**src/elpf_pkg.sv**
```systemverilog
// ----------------------------------------------------------------------------
// elpf_pkg
// Shared widths, constants and types of the exponential low-pass filter.
// ----------------------------------------------------------------------------
package elpf_pkg;

    localparam int SAMPLE_W = 16;
    localparam int WEIGHT_W = 8;
    localparam int AVG_W    = 26;
    localparam int SUM_W    = AVG_W + WEIGHT_W;
    localparam int SCALE_W  = 10;
    localparam int SCALE    = 1000;
    localparam int ITER     = AVG_W;
    localparam int CNT_W    = $clog2(ITER);

    typedef logic [SAMPLE_W-1:0] sample_t;
    typedef logic [WEIGHT_W-1:0] weight_t;
    typedef logic [AVG_W-1:0]    avg_t;
    typedef logic [SUM_W-1:0]    sum_t;

    typedef struct packed {
        logic load;
        logic step;
    } div_ctrl_t;

endpackage

```
**src/elpf_mac.sv**
```systemverilog
// ----------------------------------------------------------------------------
// elpf_mac
// Weighted sum: weight times previous average plus scaled sample.
// ----------------------------------------------------------------------------
module elpf_mac
    import elpf_pkg::*;
(
    input  logic    aclk,
    input  logic    en,
    input  weight_t weight,
    input  avg_t    avg,
    input  sample_t sample,
    output sum_t    sum
);

    sum_t product_reg;
    avg_t offset_reg;

    always_ff @(posedge aclk) begin
        if (en) begin
            product_reg <= SUM_W'(weight) * SUM_W'(avg);
            offset_reg  <= AVG_W'(sample) * AVG_W'(SCALE);
        end
    end

    assign sum = product_reg + SUM_W'(offset_reg);

endmodule

```
**src/elpf_wdiv.sv**
```systemverilog
// ----------------------------------------------------------------------------
// elpf_wdiv
// Bit-serial restoring divider by weight plus one, one quotient bit a cycle.
// ----------------------------------------------------------------------------
module elpf_wdiv
    import elpf_pkg::*;
(
    input  logic      aclk,
    input  div_ctrl_t ctrl,
    input  sum_t      sum,
    input  weight_t   weight,
    output logic      qbit,
    output avg_t      quotient
);

    logic [WEIGHT_W-1:0] rem_reg;
    logic [WEIGHT_W-1:0] rem_next;
    avg_t                dividend_reg;
    avg_t                quo_reg;
    logic [WEIGHT_W:0]   trial;
    logic [WEIGHT_W:0]   divisor;
    logic [WEIGHT_W:0]   diff;

    assign divisor  = {1'b0, weight} + (WEIGHT_W+1)'(1);
    assign trial    = {rem_reg, dividend_reg[AVG_W-1]};
    assign qbit     = (trial >= divisor);
    assign diff     = trial - divisor;
    assign rem_next = qbit ? diff[WEIGHT_W-1:0] : trial[WEIGHT_W-1:0];
    assign quotient = quo_reg;

    always_ff @(posedge aclk) begin
        if (ctrl.load) begin
            rem_reg      <= sum[SUM_W-1 -: WEIGHT_W];
            dividend_reg <= sum[AVG_W-1:0];
        end else if (ctrl.step) begin
            rem_reg      <= rem_next;
            dividend_reg <= {dividend_reg[AVG_W-2:0], 1'b0};
            quo_reg      <= {quo_reg[AVG_W-2:0], qbit};
        end
    end

endmodule

```
**src/elpf_kdiv.sv**
```systemverilog
// ----------------------------------------------------------------------------
// elpf_kdiv
// Bit-serial divider by the scale constant, fed MSB first by the weight divider.
// ----------------------------------------------------------------------------
module elpf_kdiv
    import elpf_pkg::*;
(
    input  logic      aclk,
    input  div_ctrl_t ctrl,
    input  logic      bit_in,
    output sample_t   quotient
);

    logic [SCALE_W-1:0] rem_reg;
    logic [SCALE_W-1:0] rem_next;
    sample_t            quo_reg;
    logic [SCALE_W:0]   trial;
    logic [SCALE_W:0]   diff;
    logic               qbit;

    assign trial    = {rem_reg, bit_in};
    assign qbit     = (trial >= (SCALE_W+1)'(SCALE));
    assign diff     = trial - (SCALE_W+1)'(SCALE);
    assign rem_next = qbit ? diff[SCALE_W-1:0] : trial[SCALE_W-1:0];
    assign quotient = quo_reg;

    // quotient never exceeds 16 bits, so upper bits falling off are zero
    always_ff @(posedge aclk) begin
        if (ctrl.load) begin
            rem_reg <= '0;
            quo_reg <= '0;
        end else if (ctrl.step) begin
            rem_reg <= rem_next;
            quo_reg <= {quo_reg[SAMPLE_W-2:0], qbit};
        end
    end

endmodule

```
**src/exponential_low_pass_filter_unit.sv**
```systemverilog
// ----------------------------------------------------------------------------
// exponential_low_pass_filter_unit
// Exponential moving average of 16-bit samples, average kept scaled by 1000.
// ----------------------------------------------------------------------------
// One sample is in work at a time. After its transfer the unit steps through
// the weight multiply, the load of the sum, the bit-serial divider by weight
// plus one (which feeds its quotient bits straight into a chained bit-serial
// divider by 1000), the post of the result into the output register, and a
// return to idle where the next transfer is taken. The output register holds
// a result while the next sample is taken; a result not yet taken when the
// following one is done stalls the divider hand-off. The weight register is
// written whenever cfg_we is high.
module exponential_low_pass_filter_unit
    import elpf_pkg::*;
(
    input  logic          aclk,
    input  logic          aresetn,
    input  logic          cfg_we,
    input  logic [7:0]    cfg_wdata,
    input  logic          s_valid,
    output logic          s_ready,
    input  logic [15:0]   s_sample,
    output logic          m_valid,
    input  logic          m_ready,
    output logic [15:0]   m_filtered
);

    localparam logic [2:0] ST_IDLE = 3'd0;
    localparam logic [2:0] ST_MUL  = 3'd1;
    localparam logic [2:0] ST_LOAD = 3'd2;
    localparam logic [2:0] ST_DIV  = 3'd3;
    localparam logic [2:0] ST_DONE = 3'd4;

    logic [2:0]       state_reg, state_next;
    logic [CNT_W-1:0] count_reg, count_next;
    weight_t          weight_reg;
    sample_t          sample_reg;
    avg_t             avg_reg;
    logic             m_valid_reg, m_valid_next;
    sample_t          m_filtered_reg;

    div_ctrl_t ctrl;
    logic      mac_en;
    logic      post;
    sum_t      sum;
    logic      qbit;
    avg_t      avg_new;
    sample_t   filt_new;

    assign s_ready    = (state_reg == ST_IDLE);
    assign m_valid    = m_valid_reg;
    assign m_filtered = m_filtered_reg;
    assign mac_en     = (state_reg == ST_MUL);
    assign ctrl.load  = (state_reg == ST_LOAD);
    assign ctrl.step  = (state_reg == ST_DIV);
    assign post       = (state_reg == ST_DONE) && (!m_valid_reg || m_ready);

    elpf_mac u_mac (
        .aclk   (aclk),
        .en     (mac_en),
        .weight (weight_reg),
        .avg    (avg_reg),
        .sample (sample_reg),
        .sum    (sum)
    );

    elpf_wdiv u_wdiv (
        .aclk     (aclk),
        .ctrl     (ctrl),
        .sum      (sum),
        .weight   (weight_reg),
        .qbit     (qbit),
        .quotient (avg_new)
    );

    elpf_kdiv u_kdiv (
        .aclk     (aclk),
        .ctrl     (ctrl),
        .bit_in   (qbit),
        .quotient (filt_new)
    );

    always_comb begin
        state_next   = state_reg;
        count_next   = count_reg;
        m_valid_next = m_valid_reg;
        if (m_valid_reg && m_ready) begin
            m_valid_next = 1'b0;
        end
        unique case (state_reg)
            ST_IDLE: begin
                if (s_valid) begin
                    state_next = ST_MUL;
                end
            end
            ST_MUL: begin
                state_next = ST_LOAD;
            end
            ST_LOAD: begin
                state_next = ST_DIV;
                count_next = '0;
            end
            ST_DIV: begin
                count_next = count_reg + CNT_W'(1);
                if (count_reg == CNT_W'(ITER-1)) begin
                    state_next = ST_DONE;
                end
            end
            ST_DONE: begin
                if (post) begin
                    state_next   = ST_IDLE;
                    m_valid_next = 1'b1;
                end
            end
            default: begin
                state_next = ST_IDLE;
            end
        endcase
    end

    always_ff @(posedge aclk) begin
        if (!aresetn) begin
            state_reg   <= ST_IDLE;
            count_reg   <= '0;
            m_valid_reg <= 1'b0;
            weight_reg  <= '0;
            avg_reg     <= '0;
        end else begin
            state_reg   <= state_next;
            count_reg   <= count_next;
            m_valid_reg <= m_valid_next;
            if (cfg_we) begin
                weight_reg <= cfg_wdata;
            end
            if (post) begin
                avg_reg <= avg_new;
            end
        end
    end

    always_ff @(posedge aclk) begin
        if (s_valid && s_ready) begin
            sample_reg <= s_sample;
        end
        if (post) begin
            m_filtered_reg <= filt_new;
        end
    end

endmodule

```
**config.mk**
```make
export PLATFORM = sky130hd
export DESIGN_NAME = exponential_low_pass_filter_unit
export DESIGN_NICKNAME = d
export VERILOG_FILES = /design/src/elpf_pkg.sv /design/src/elpf_mac.sv /design/src/elpf_wdiv.sv /design/src/elpf_kdiv.sv /design/src/exponential_low_pass_filter_unit.sv
export SDC_FILE = /design/constraint.sdc
export NUM_CORES = 1
export LEC_CHECK = 0
export ABC_CLOCK_PERIOD_IN_PS = 6000
export BUFFER_PORTS_ARGS = -buffer_cell sky130_fd_sc_hd__buf_2
export CAP_MARGIN = 20
export CORE_ASPECT_RATIO = 0.5
export CORE_MARGIN = 2
export CORE_UTILIZATION = 40
export DETAILED_ROUTE_END_ITERATION = 16
export SETUP_SLACK_MARGIN = 0.4
export SLEW_MARGIN = 20
export SYNTH_ARGS = -nofsm -noshare
export SYNTH_HDL_FRONTEND = slang
export SYNTH_SLANG_ARGS = --single-unit
```
**constraint.sdc**
```tcl
create_clock -name aclk -period 6 [get_ports aclk]
set_clock_uncertainty 0.15 [all_clocks]
set_input_delay 0.6 -clock aclk [delete_from_list [all_inputs] [get_ports aclk]]
set_output_delay 0.6 -clock aclk [all_outputs]
set_load 0.005 [all_outputs]
```
==> flow_summary.json <==
{
  "status": "complete, no violations",
  "ant_nets": 0,
  "synth.distinct_cells": 74,
  "period_share_pct": 90.5,
  "ys_seq_area_share_pct": 31.7,
  "setup_viol": 0,
  "area_growth_syn_to_layout_pct": 11.1,
  "gp_congestion": 0.825,
  "die_h_um": 156,
  "fillers": 4219,
  "worstSetupStartpointType": "register",
  "finalMaxSlewViolations": 0,
  "syn_nets": 2202,
  "avgSynthCellArea_sq_um": 10.1,
  "routed_wl_mm": 38.4,
  "core-area_sq_um": 45300,
  "drc": 0,
  "multi_input_area_sq_um": 11500,
  "row_count": 55,
  "leakage_nw": 9.10,
  "ctsLongestPathBuffers": 3,
  "largest_reg_flops": 34,
  "grt_usage_pct": 16.7,
  "fin_crit_ns": 5.43,
  "nNetsFinal": 2258,
  "diodes": 0,
  "grt_overflow": 0,
  "fin_setup_tns_ns": 0,
  "path_clk_slew_ns": 0.07,
  "cts_tree": "done",
  "drive_gt1_share_pct": 9.77,
  "vdd_drop_max_uv": 206,
  "synth_area_leader_cell": "edfxtp_1",
  "async_flop_share_pct": 0,
  "portBuffers": 46,
  "start_util_pct": 40.7,
  "critical_path_peak_fanout": 8,
  "io_pins": 47,
  "cp.arrival_ns": 5.55,
  "seq_area_sq_um": 5890,
  "cts-root-buf": "clkbuf_16",
  "powerDensity_nw_per_um2": 293,
  "maxSlewHeadroom_pct": 37.9,
  "crit_path_end_kind": "register",
  "first_pass_iters": 5,
  "synthFlopType": "edfxtp_1",
  "worst_pin_slew_ns": 0.930,
  "fmax_mhz": 184,
  "die-area_sq_um": 48000,
  "insertion_delay_ns": 0.56,
  "die_x_um": 308,
  "synth-seq-cells": 218,
  "wl_per_cell_um": 15.4,
  "grt_pass1_wl_mm": 65.2,
  "place_ws_ns": 0.308,
  "rsz0062_at_grt": "no",
  "dpl.hpwl_mm": 29.4,
  "hold_viol": 0,
  "setup_slack_ns": 0.569,
  "synth_area_sq_um": 18500,
  "routed_via_density": 5.01,
  "synth_edf_count": 149,
  "synth_cells": 1830,
  "first_global_vias": 12400,
  "synth_area_leaders": "edfxtp_1, fa_1, ha_1",
  "yosys_warnings": 0,
  "hold_class": "primary input to register",
  "drt_iter0_drc": 650,
  "h-tree-depth": 1,
  "crit_required_ns": 6.12,
  "maxCapViolations": 0,
  "cts_buffers": 23,
  "path_class": "register to register",
  "r2r_slack_ns": 0.57,
  "clock-sinks": 218,
  "yosysTopAreaCellShare_pct": 24.2,
  "vias": 12500,
  "antenna_found_initial": 0,
  "grt_start_max_net_pins": 58
}
-- per-stage QoR --
| step | total power, mW | cell area, sq um | util (%) | hold slack [ns] | instances |
|---|---|---|---|---|---|
| floorplan | 3.95 | 18500 | - | 0.258 | 1830 |
| global placement | 4.43 | 19500 | 43.0 | 0.266 | 2453 |
| detailed placement | 4.48 | 19500 | 43.0 | 0.270 | 2453 |
| CTS | 6.05 | 20300 | 44.8 | 0.0300 | 2495 |
| global route | 6.49 | 20500 | 45.2 | 0.0408 | 2501 |
| finish | 6.01 | 20500 | 45.2 | 0.0624 | 2501 |
-- final timing paths --
| path | start | to | depth (start not counted) |
|---|---|---|---|
| hold reg to reg | u_kdiv.quotient[15] | m_filtered[15] | 0 |
| setup reg to reg | weight_reg[6] | u_mac.product_reg[32] | 18 |
| hold / removal | s_sample[1] | sample_reg[1] | 1 |
| setup / recovery | weight_reg[6] | u_mac.product_reg[32] | 18 |
-- layer usage --
| metal | global-route usage [%] | wire, um |
|---|---|---|
| met4 | 2.69 | 501 |
| met5 | 0 | 0 |
| met1 | 25.6 | 20100 |
| met3 | 2.35 | 1340 |
| met2 | 25.2 | 16400 |
-- critical path: stages (launching register included) --
cell and delay (ns):
dfxtp_2 0.36, buf_4 0.17, and2_1 0.18, fa_1 0.56, fa_1 0.45, fa_1 0.55, inv_1 0.06, fa_1 0.52
inv_1 0.06, ha_4 0.26, a21o_1 0.15, a21o_1 0.17, a211o_1 0.31, or3_4 0.33, o211ai_1 0.26, nand3b_1 0.14
a21oi_2 0.17, o21ai_0 0.12, xor2_1 0.17
-- logic make-up after synthesis --
group                    after synthesis  synth area share (%)
adder cells (fa/ha/maj)              343                  31.4
buffers and inverters                313                  6.47
XOR/XNOR                              78                  3.70
AND/OR/NAND/NOR                      573                  15.5
AO/OA/AOI/OAI                        293                  10.6
flip-flops                           218                  31.7
multiplexers                          12                 0.657
-- cell type report --
type                            instances  share of cell area [%]
Sequential cell                       218                    28.7
Multi-Input combinational cell       1299                    56.3
Timing Repair Buffer                   90                    2.81
Tap cell                              598                    3.65
Inverter                              254                    4.65
Clock buffer                           27                    3.14
Clock inverter                         15                   0.775
-- where the power goes --
group	leakage, nW	switching [mW]	internal (mW)	total [mW]
combinational	6.74	1.44	1.08	2.51
sequential	1.97	0.0881	1.88	1.96
clock	0.389	0.666	0.869	1.53
-- what timing repair did --
action,CTS,global route
setup endpoints to repair,5,12
hold endpoints to repair,0,0
setup buffers,0,6
pin swaps,1,13
resized for setup,8,42
hold buffers,0,0
-- synthesized netlist by cell type, drive strengths merged (3+ instances only) --
cell type and count:
inv 253, nand2 225, fa 200, and2 164, edfxtp 149, ha 143, o21ai 82, a21oi 70
dfxtp 69, nor2 65, clkbuf 54, xnor2 48, xor2 30, a21boi 29, a21o 25, nand3 25
nor3 17, nor2b 16, o21bai 13, nand2b 12, a211oi 11, and3 11, mux2i 11, o21a 11
a31oi 9, nand4 8, o211ai 8, o31ai 6, or3 6, buf 5, a22o 4, nor3b 4
o311ai 4, or2 4, a2111oi 3, a211o 3, nor4b 3
-- cell usage in the layout, fill, tap and decap left out, types with 16 or more instances in the layout --
cell	count
a21boi_0	28
a21o_1	24
a21oi_1	63
and2_1	163
buf_2	46
buf_4	41
clkbuf_16	25
dfxtp_1	53
edfxtp_1	149
fa_1	200
ha_1	137
inv_1	252
nand2_1	224
nand3_1	23
nor2_1	65
nor2b_1	16
nor3_1	16
o21ai_0	75
xnor2_1	48
xor2_1	30
(Power assumes the default switching activity.)
